==> config.mk <==
export PLATFORM = sky130hd
export DESIGN_NAME = generational_slot_allocator
export DESIGN_NICKNAME = d
export VERILOG_FILES = /design/src/rtl/gsa_pkg.sv /design/src/rtl/gsa_free_stack.sv /design/src/rtl/generational_slot_allocator.sv
export SDC_FILE = /design/constraint.sdc
export NUM_CORES = 2
export LEC_CHECK = 0
export BUFFER_PORTS_ARGS = -buffer_cell sky130_fd_sc_hd__buf_2
export CAP_MARGIN = 10
export CELL_PAD_IN_SITES_DETAIL_PLACEMENT = 0
export CELL_PAD_IN_SITES_GLOBAL_PLACEMENT = 1
export CORE_MARGIN = 2
export CORE_UTILIZATION = 35
export DETAILED_ROUTE_END_ITERATION = 10
export PLACE_DENSITY = 0.61
export SETUP_SLACK_MARGIN = 0.15
export SLEW_MARGIN = 20
export SYNTH_ARGS = -nofsm -noshare
export SYNTH_HDL_FRONTEND = slang
export SYNTH_MEMORY_MAX_BITS = 65536
export SYNTH_SLANG_ARGS = --single-unit
==> constraint.sdc <==
create_clock -name clk_i -period 15.6 [get_ports clk_i]
set_input_delay 3.12 -clock clk_i [delete_from_list [all_inputs] [get_ports clk_i]]
set_output_delay 3.12 -clock clk_i [all_outputs]
set_load 0.02 [all_outputs]
==> src/rtl/gsa_pkg.sv <==
package gsa_pkg;

  localparam int unsigned SlotCountDefault = 64;
  localparam int unsigned IndexWidth       = 6;
  localparam int unsigned GenWidth         = 32;

  typedef enum logic [1:0] {
    MODE_ALLOC   = 2'd0,
    MODE_RELEASE = 2'd1,
    MODE_QUERY   = 2'd2,
    MODE_FINISH  = 2'd3
  } mode_e;

  typedef enum logic [1:0] {
    ST_OK      = 2'd0,
    ST_FULL    = 2'd1,
    ST_INVALID = 2'd2
  } status_e;

  typedef struct packed {
    mode_e                 mode;
    logic [IndexWidth-1:0] slot_index;
    logic [GenWidth-1:0]   generation;
  } req_t;

  typedef struct packed {
    status_e               status;
    logic [IndexWidth-1:0] handle_index;
    logic [GenWidth-1:0]   handle_generation;
  } rsp_t;

  typedef struct packed {
    logic push;
    logic pop;
  } stack_op_t;

endpackage

==> src/rtl/gsa_free_stack.sv <==
module gsa_free_stack #(
  parameter int unsigned SLOT_COUNT = gsa_pkg::SlotCountDefault,
  localparam int unsigned IW = (SLOT_COUNT > 1) ? $clog2(SLOT_COUNT) : 1
) (
  input  logic                       clk_i,
  input  logic                       rst_ni,
  input  gsa_pkg::stack_op_t         op_i,
  input  logic [IW-1:0]              push_idx_i,
  input  logic [gsa_pkg::GenWidth-1:0] push_gen_i,
  output logic                       empty_o,
  output logic [IW-1:0]              top_idx_o,
  output logic [gsa_pkg::GenWidth-1:0] top_gen_o
);
  import gsa_pkg::*;

  localparam int unsigned CW = $clog2(SLOT_COUNT + 1);

  logic [IW-1:0]       idx_mem [SLOT_COUNT];
  logic [GenWidth-1:0] gen_mem [SLOT_COUNT];

  logic [CW-1:0]       depth_q, depth_d;
  logic                push_eff, pop_eff;
  logic [CW-1:0]       below_d;
  logic [IW-1:0]       raddr;
  logic [IW-1:0]       rd_idx_q;
  logic [GenWidth-1:0] rd_gen_q;
  logic                fwd_q;
  logic [IW-1:0]       fwd_idx_q;
  logic [GenWidth-1:0] fwd_gen_q;

  assign push_eff = op_i.push && (32'(depth_q) < SLOT_COUNT);
  assign pop_eff  = op_i.pop && (depth_q != '0);

  always_comb begin
    depth_d = depth_q;
    if (push_eff) begin
      depth_d = depth_q + CW'(1);
    end else if (pop_eff) begin
      depth_d = depth_q - CW'(1);
    end
  end

  // top entry after this update; a push lands on top and is forwarded
  assign below_d = depth_d - CW'(1);
  assign raddr   = below_d[IW-1:0];

  always_ff @(posedge clk_i) begin
    if (push_eff) begin
      idx_mem[depth_q[IW-1:0]] <= push_idx_i;
      gen_mem[depth_q[IW-1:0]] <= push_gen_i;
    end
    rd_idx_q  <= idx_mem[raddr];
    rd_gen_q  <= gen_mem[raddr];
    fwd_idx_q <= push_idx_i;
    fwd_gen_q <= push_gen_i;
  end

  always_ff @(posedge clk_i or negedge rst_ni) begin
    if (!rst_ni) begin
      depth_q <= '0;
      fwd_q   <= 1'b0;
    end else begin
      depth_q <= depth_d;
      fwd_q   <= push_eff;
    end
  end

  assign empty_o   = (depth_q == '0);
  assign top_idx_o = fwd_q ? fwd_idx_q : rd_idx_q;
  assign top_gen_o = fwd_q ? fwd_gen_q : rd_gen_q;

endmodule

==> src/rtl/generational_slot_allocator.sv <==
// Slot allocator with generation-tagged handles. One request is taken per
// clock (busy_o stays low); its result appears on rsp_o with done_o high
// for exactly one cycle, once the request has passed through the request
// register and then the result register. The receiver cannot stall and
// must take each result in that cycle. Slot generations and the free
// stack live in memories read at request time; results from the request
// in flight are forwarded. No clearing pass is needed after reset.
module generational_slot_allocator #(
  parameter int unsigned SLOT_COUNT = gsa_pkg::SlotCountDefault
) (
  input  logic          clk_i,
  input  logic          rst_ni,
  input  logic          start_i,
  output logic          busy_o,
  input  gsa_pkg::req_t req_i,
  output logic          done_o,
  output gsa_pkg::rsp_t rsp_o
);
  import gsa_pkg::*;

  localparam int unsigned IW = (SLOT_COUNT > 1) ? $clog2(SLOT_COUNT) : 1;
  localparam int unsigned CW = $clog2(SLOT_COUNT + 1);

  logic [GenWidth-1:0] gen_mem [SLOT_COUNT];

  logic                valid_q;
  req_t                req_q;
  logic [CW-1:0]       created_q, created_d;
  logic [SLOT_COUNT-1:0] active_q, active_d;
  logic                done_q;
  rsp_t                rsp_q, rsp_d;

  logic [GenWidth-1:0] gen_rd_q, fwd_gen_q, gen_cur;
  logic                fwd_q;
  logic [IW-1:0]       gen_raddr;
  logic                gen_we;
  logic [IW-1:0]       gen_waddr;
  logic [GenWidth-1:0] gen_wdata;

  stack_op_t           op;
  logic                stk_empty;
  logic [IW-1:0]       top_idx;
  logic [GenWidth-1:0] top_gen;

  logic [IW-1:0]       ia;
  logic                idx_ok, act, gen_match;
  logic                got;
  logic [IW-1:0]       s;
  logic [GenWidth-1:0] ng;

  assign busy_o    = 1'b0;
  assign gen_raddr = IW'(req_i.slot_index);

  always_ff @(posedge clk_i) begin
    if (gen_we) begin
      gen_mem[gen_waddr] <= gen_wdata;
    end
    gen_rd_q  <= gen_mem[gen_raddr];
    fwd_gen_q <= gen_wdata;
    if (start_i) begin
      req_q <= req_i;
    end
    rsp_q <= rsp_d;
  end

  always_ff @(posedge clk_i or negedge rst_ni) begin
    if (!rst_ni) begin
      valid_q   <= 1'b0;
      fwd_q     <= 1'b0;
      created_q <= '0;
      active_q  <= '0;
      done_q    <= 1'b0;
    end else begin
      valid_q   <= start_i;
      fwd_q     <= gen_we && (gen_waddr == gen_raddr);
      created_q <= created_d;
      active_q  <= active_d;
      done_q    <= valid_q;
    end
  end

  assign gen_cur   = fwd_q ? fwd_gen_q : gen_rd_q;
  assign ia        = IW'(req_q.slot_index);
  assign idx_ok    = (32'(req_q.slot_index) < SLOT_COUNT) &&
                     (32'(req_q.slot_index) < 32'(created_q));
  assign act       = idx_ok && active_q[ia];
  assign gen_match = (gen_cur == req_q.generation);

  always_comb begin
    rsp_d.status            = ST_OK;
    rsp_d.handle_index      = req_q.slot_index;
    rsp_d.handle_generation = req_q.generation;
    op        = '0;
    created_d = created_q;
    active_d  = active_q;
    gen_we    = 1'b0;
    got       = 1'b0;
    s         = top_idx;
    ng        = top_gen + GenWidth'(1);
    case (req_q.mode)
      MODE_ALLOC: begin
        if (!stk_empty) begin
          op.pop = valid_q;
          got    = 1'b1;
        end else if (32'(created_q) < SLOT_COUNT) begin
          s         = IW'(created_q);
          ng        = GenWidth'(1);
          created_d = valid_q ? created_q + CW'(1) : created_q;
          got       = 1'b1;
        end
        if (got) begin
          gen_we                  = valid_q;
          active_d[s]             = valid_q | active_q[s];
          rsp_d.handle_index      = IndexWidth'(s);
          rsp_d.handle_generation = ng;
        end else begin
          rsp_d.status            = ST_FULL;
          rsp_d.handle_index      = '0;
          rsp_d.handle_generation = '0;
        end
      end
      MODE_RELEASE: begin
        if (act && gen_match) begin
          op.push = valid_q;
        end else begin
          rsp_d.status = ST_INVALID;
        end
      end
      MODE_QUERY: begin
        if (!(act && gen_match)) begin
          rsp_d.status = ST_INVALID;
        end
      end
      MODE_FINISH: begin
        if (act) begin
          op.push = valid_q;
        end else begin
          rsp_d.status = ST_INVALID;
        end
      end
      default: begin
        rsp_d.status = ST_INVALID;
      end
    endcase
    if (op.push) begin
      active_d[ia] = 1'b0;
    end
  end

  assign gen_waddr = s;
  assign gen_wdata = ng;

  gsa_free_stack #(
    .SLOT_COUNT(SLOT_COUNT)
  ) u_free_stack (
    .clk_i      (clk_i),
    .rst_ni     (rst_ni),
    .op_i       (op),
    .push_idx_i (ia),
    .push_gen_i (gen_cur),
    .empty_o    (stk_empty),
    .top_idx_o  (top_idx),
    .top_gen_o  (top_gen)
  );

  assign done_o = done_q;
  assign rsp_o  = rsp_q;

endmodule
Word-level counts from Yosys, hierarchy flattened --
Memories as Yosys holds them, arrays and structs flattened. A register that Yosys moved wholly into a read port is not among the register bits. Index checks and enable logic that the tools add are counted.
Operators by class: add/subtract/negate cells 5, order comparisons 7, eq/ne operators 5, multiplexer cells 44, bitwise operators 3, reduce and logical (&&, ||, !) cells 12
Operators with widths (number):
- $mux 64 | 3
- $mux 32 | 5
- $mux 38 | 2
- $and 64x64->64 | 1
- $bwmux 64 | 1
- $not 64->64 | 1
- $add 32x1->32 const B | 1
- $eq 32x32->1 | 1
- $mux 6 | 5
- $mux 1 | 18
- $add 7x1->7 const B | 2
- $lt 6x7->1 const B | 2
- $lt 7x7->1 const B | 2
- $mux 7 | 2
- $bmux 1 s6 | 2
- $demux 1 s6 | 2
- $ge 6x1->1 const B | 2
- $logic_and 1x1->1 | 7
- $logic_not 7->1 | 1
- $lt 6x7->1 | 1
- $reduce_bool 7->1 | 1
- $sub 7x1->7 const B | 1
- $eq 6x6->1 | 1
- $pmux 2 s3 | 1
- 9 further kinds | 11
Storage, ports and cells: bits in registers 232, bits in writable memories 4480, input bits 43, logic and storage cells 95, memories kept 3
Memories:
- gen_mem | words 64, width 32, rd ports 1, clocked after Yosys merged registers in 1, wr ports 1, RTL line generational_slot_allocator.sv:24 | logic [GenWidth-1:0] gen_mem [SLOT_COUNT];
- u_free_stack.gen_mem | words 64, width 32, rd ports 1, clocked after Yosys merged registers in 1, wr ports 1, RTL line gsa_free_stack.sv:19 | logic [GenWidth-1:0] gen_mem [SLOT_COUNT];
- u_free_stack.idx_mem | words 64, width 6, rd ports 1, clocked after Yosys merged registers in 1, wr ports 1, RTL line gsa_free_stack.sv:18 | logic [IW-1:0] idx_mem [SLOT_COUNT];

Longest topological paths before layout --
depth after elaboration 13, depth in mapped cells 23

Cells and area by module --
From an unflattened synthesis, not the netlist that was laid out.
Second synthesis, totals: cell total of the unflattened synthesis 7951, area total of the unflattened synthesis 183967.7 µm²
Modules (own cells, without submodules):
- gsa_free_stack | instances 1, cells each 3902, area each 95446.5 µm², seq. area each 74751.7 µm²
- generational_slot_allocator | instances 1, cells each 4049, area each 88521.1 µm², seq. area each 66633.9 µm²

Least setup slack after synthesis --
OpenSTA, ideal clock, no wires.
path kind register to register, start register u_free_stack.fwd_q, end memory gen_mem[0][28] (data pin), library setup time 503 ps, arrival 6504 ps, data required time 15097 ps, setup slack 8592 ps, stages on the path, launching flop included 22, path buffers 7, period minus slack after synthesis 7008 ps, cell sequence dfrtp_1 > clkbuf_1 > clkbuf_1 > buf_1 > clkbuf_1 > clkbuf_1 > buf_1 > buf_1 > mux2_2 > ha_1 > inv_1 > nor2_1 > and2_1 > nand2_1 > nor4_1 > and3_1 > nand2_1 > a211oi_1 > nand2_1 > xnor2_1 > mux2i_1 > nor2_1
On the way: longest elaborated chain between the ends 5
Ends and longest elaborated chain:
- from (decl) | RTL line gsa_free_stack.sv:27 | logic fwd_q;
- from (signal assigned) | RTL line gsa_free_stack.sv:64 | fwd_q <= push_eff;
- $mux 32 * | RTL line gsa_free_stack.sv:70 | assign top_gen_o = fwd_q ? fwd_gen_q : rd_gen_q;
- $add 32x1->32 * | RTL line generational_slot_allocator.sv:99 | ng = top_gen + GenWidth'(1);
- $mux 32 | RTL line generational_slot_allocator.sv:105 | end else if (32'(created_q) < SLOT_COUNT) begin
- $mux 32 | RTL line generational_slot_allocator.sv:102 | if (!stk_empty) begin
- $mux 32 * | RTL line generational_slot_allocator.sv:100 | case (req_q.mode)
- named net gen_wdata[28] | RTL line generational_slot_allocator.sv:38 | logic [GenWidth-1:0] gen_wdata;
- to (decl) | RTL line generational_slot_allocator.sv:24
The timed path passes the listed nets; every way through them passes the cells marked *.

Worst setup path after layout --
start register fwd_q, end register u_free_stack.rd_gen_q[14] (read register of u_free_stack.gen_mem)
On the way: longest elaborated chain between the ends 8
Ends and longest elaborated chain:
- from (decl) | RTL line generational_slot_allocator.sv:34 | logic fwd_q;
- from (signal assigned) | RTL line generational_slot_allocator.sv:75 | fwd_q <= gen_we && (gen_waddr == gen_raddr);
- $mux 32 | RTL line generational_slot_allocator.sv:82 | assign gen_cur = fwd_q ? fwd_gen_q : gen_rd_q;
- named net gen_cur[29] | RTL line generational_slot_allocator.sv:33 | logic [GenWidth-1:0] gen_rd_q, fwd_gen_q, gen_cur;
- $eq 32x32->1 | RTL line generational_slot_allocator.sv:87 | assign gen_match = (gen_cur == req_q.generation);
- $logic_and 1x1->1 | RTL line generational_slot_allocator.sv:123 | if (act && gen_match) begin
- $mux 1 | RTL line generational_slot_allocator.sv:123
- $pmux 1 s2 | RTL line generational_slot_allocator.sv:100
- $logic_and 1x1->1 | RTL line gsa_free_stack.sv:31 | assign push_eff = op_i.push && (32'(depth_q) < SLOT_COUNT);
- $mux 7 | RTL line gsa_free_stack.sv:36 | if (push_eff) begin
- $sub 6x1->6 | RTL line gsa_free_stack.sv:44 | assign below_d = depth_d - CW'(1);
- to (decl) | RTL line gsa_free_stack.sv:26 | logic [GenWidth-1:0] rd_gen_q;
The timed path passes the listed nets, and every way through them passes these cells. A chain may end at the register's enable or synchronous reset.

==> reports/metrics.yaml <==
final_cells: 16100
root_buffer: "clkbuf_16"
antenna_left: 0
io_buffer_count: 83
leakage_nw: 65.4
die-area_um2: 529000
drc_errors: 0
critical_path_class: "flip-flop to flip-flop"
synth_area_leaders: "edfxtp_1, mux4_2, dfxtp_1"
antenna_found_initial: 41
seqPwrFrac_pct: 47.0
synth_top_family_by_area: "multiplexers"
fillers: 45800
async_reset_ff_share_pct: 1.71
cts_hold_buf: 0
seq_area_um2: 141000
nets: 8837
crit_required_ps: 16430
synthSimpleGateAreaFrac_pct: 2.42
layout_min_cycle_time_ps: 9340
cap_violations: 0
cts.repair.resized: 0
cts_buffer_depth: 4
drive_above_1_share_pct: 28.0
ir_worst_vdd_v: 0.000115
cts_sinks: 4782
synth_compound_area_share_pct: 2.17
grt_pass1_vias: 91200
wl_mm: 520
synth_common_cells: "edfxtp_1, mux4_2, nand2_1, nor2_1, clkbuf_1"
switching_share_pct: 29.7
post-dp-hpwl_mm: 287
post_cts_buffers: 0
clockPowerShare_pct: 32.5
dr.pass1.iters: 8
hold_viol: 0
place_congestion: 0.845
netlist_area_um2: 183000
multi_input_area_um2: 41300
ys_ff_latch: 4782
grt_pass1_wl_mm: 721
rsz0062_at_grt: "false"
synth_xor_area_share_pct: 0.437
synth_edf_count: 4520
yosysUniqueCellTypes: 86
cts_tree: "yes"
core_um2: 521000
start_util_pct: 35.2
synth_most_common_cell: "edfxtp_1"
end_kind: "flip-flop"
vias_per_cell: 5.59
placedCellCount: 15300
die_w_um: 728
htree_levels: 5
clk_pin_slew_worst_paths_ps: 70
ys.flop_type: "edfxtp_1"
drt_iter0_drc: 11600
intPower_mw: 23.6
wl_per_cell_um: 32.2
p_comb_share_pct: 20.5
synth_mux_area_share_pct: 16.6
syn_nets: 8431
synth-adder-area-share_pct: 0.102
pwr_density_cell_nw_per_um2: 160
grt_max_degree: 137
synth_warnings: 0
cts_buffers: 455
final.hold.worst_slack_ps: 517
rows: 265
syn_to_final_growth_pct: 14.1
netlist_instances: 8373
worstMarginPinSlew_ps: 1280
clk_latency_ps: 1040
fin_skew_ps: 68.5
fin_crit_sh_pct: 59.9
slew_headroom_pct: 14.6
drv_slew: 0
fin_setup_tns_ps: 0
max_freq_ghz: 0.107
avgSynthCellArea_um2: 21.9
start_kind: "flip-flop"
finalSetupViolations: 0
p_sw_mw: 9.96
ios: 85
crit_arrival_ps: 10170
grt_overflow: 0
fp.dieH_um: 728
ys_seq_area_share_pct: 77.2
synth_top_cell_area_share_pct: 74.1
hold_path_class: "flip-flop to flip-flop"
vias: 90200
crit_fanout: 88
run_status: "finished, final reports clean"
synth_top_area_cell: "edfxtp_1"
grt_usage_pct: 19.2
[layout make-up]
type                            count  area share, %
Multi-Input combinational cell   3098           19.7
Inverter                           59          0.110
Tap cell                         6942           4.15
Clock buffer                      592           5.86
Sequential cell                  4782           67.6
Timing Repair Buffer              383           1.44
Clock inverter                    250           1.07
Antenna cell                       14         0.0168
[state kept, by name, summed over array words and instances, names as in the netlist, 6 cells and up]
name                    count
u_free_stack.fwd_gen_q     32
active_q                   64
ia                          6
u_free_stack.rd_idx_q       6
req_q                      34
u_free_stack.depth_q        7
created_q                   7
rsp_o                      40
u_free_stack.rd_gen_q      32
gen_mem                  2048
u_free_stack.idx_mem      384
u_free_stack.fwd_idx_q      6
u_free_stack.gen_mem     2048
fwd_gen_q                  32
gen_rd_q                   32
[power groups by stage]
| stage | sequential, mW | clock (mW) | combinational, mW |
|---|---|---|---|
| 2_1_floorplan | 16.0 | 0 | 3.71 |
| 3_3_place_gp | 16.0 | 0 | 6.60 |
| 3_5_place_dp | 16.0 | 0 | 6.79 |
| 4_1_cts | 15.8 | 11.1 | 6.80 |
| 5_1_grt | 15.8 | 11.6 | 7.22 |
| 6_report | 15.8 | 10.9 | 6.87 |
[worst paths after layout]
kind / startpoint / to / slack (ps) / cells after the start
max: fwd_q / u_free_stack.rd_gen_q[14] / 6260 / 20
min: created_q[3] / created_q[3] / 520 / 1
max reg2reg: fwd_q / u_free_stack.rd_gen_q[14] / 6260 / 20
min reg2reg: created_q[3] / created_q[3] / 520 / 1
max in group asynchronous: rst_ni / u_free_stack.fwd_q / 12250 / 2
min in group asynchronous: rst_ni / active_q[61] / 2080 / 1
[worst max-delay path, stage by stage, from the launching register on]
cell	delay, ps
dfrtp_2	650
buf_4	510
mux2_2	250
buf_4	590
xnor2_1	130
nor4_1	360
buf_4	170
nand4_1	430
o31ai_4	670
nor4b_4	750
mux2i_1	180
o21a_1	180
ha_4	930
buf_12	500
buf_4	790
mux4_2	400
and2_1	170
a211oi_1	270
a31oi_1	70
a32oi_1	740
nand2_1	130
[layout by cell type, fill, tap and decap left out, types with 103 or more instances in the layout]
master and n:
edfxtp_1 4520, mux4_2 1268, clkbuf_16 464, nand2_1 379, buf_4 280, nor2_1 185, dfxtp_1 180, nor2_4 165
clkbuf_1 113, mux2i_1 110, clkinv_1 103
[per-layer routing]
layer	GRT usage, %	vias up	share of wire, %
li1	-	36000	-
met1	26.4	49500	41
met2	31.5	3865	48
met3	3.35	766	7.9
met4	5.40	8	2.9
met5	0	-	0.011
[kinds of logic after synthesis]
family          Yosys count
buf+inv                 493
flops                  4782
compound gates          558
simple gates           1002
mux                    1436
xor+xnor                 86
other cells               1
fa+ha+maj                15
[stage by stage]
stage	power [mW]	cell area (um2)	utilization, %	setup WS, ps
2_1_floorplan	19.7	183000	-	8590
6_report	33.5	209000	40.1	6260
5_1_grt	34.6	209000	40.1	5900
3_3_place_gp	22.6	194000	37.3	6350
3_5_place_dp	22.8	194000	37.3	6330
4_1_cts	33.6	209000	40.1	6270
No activity file was read; power rests on OpenSTA's default activity.
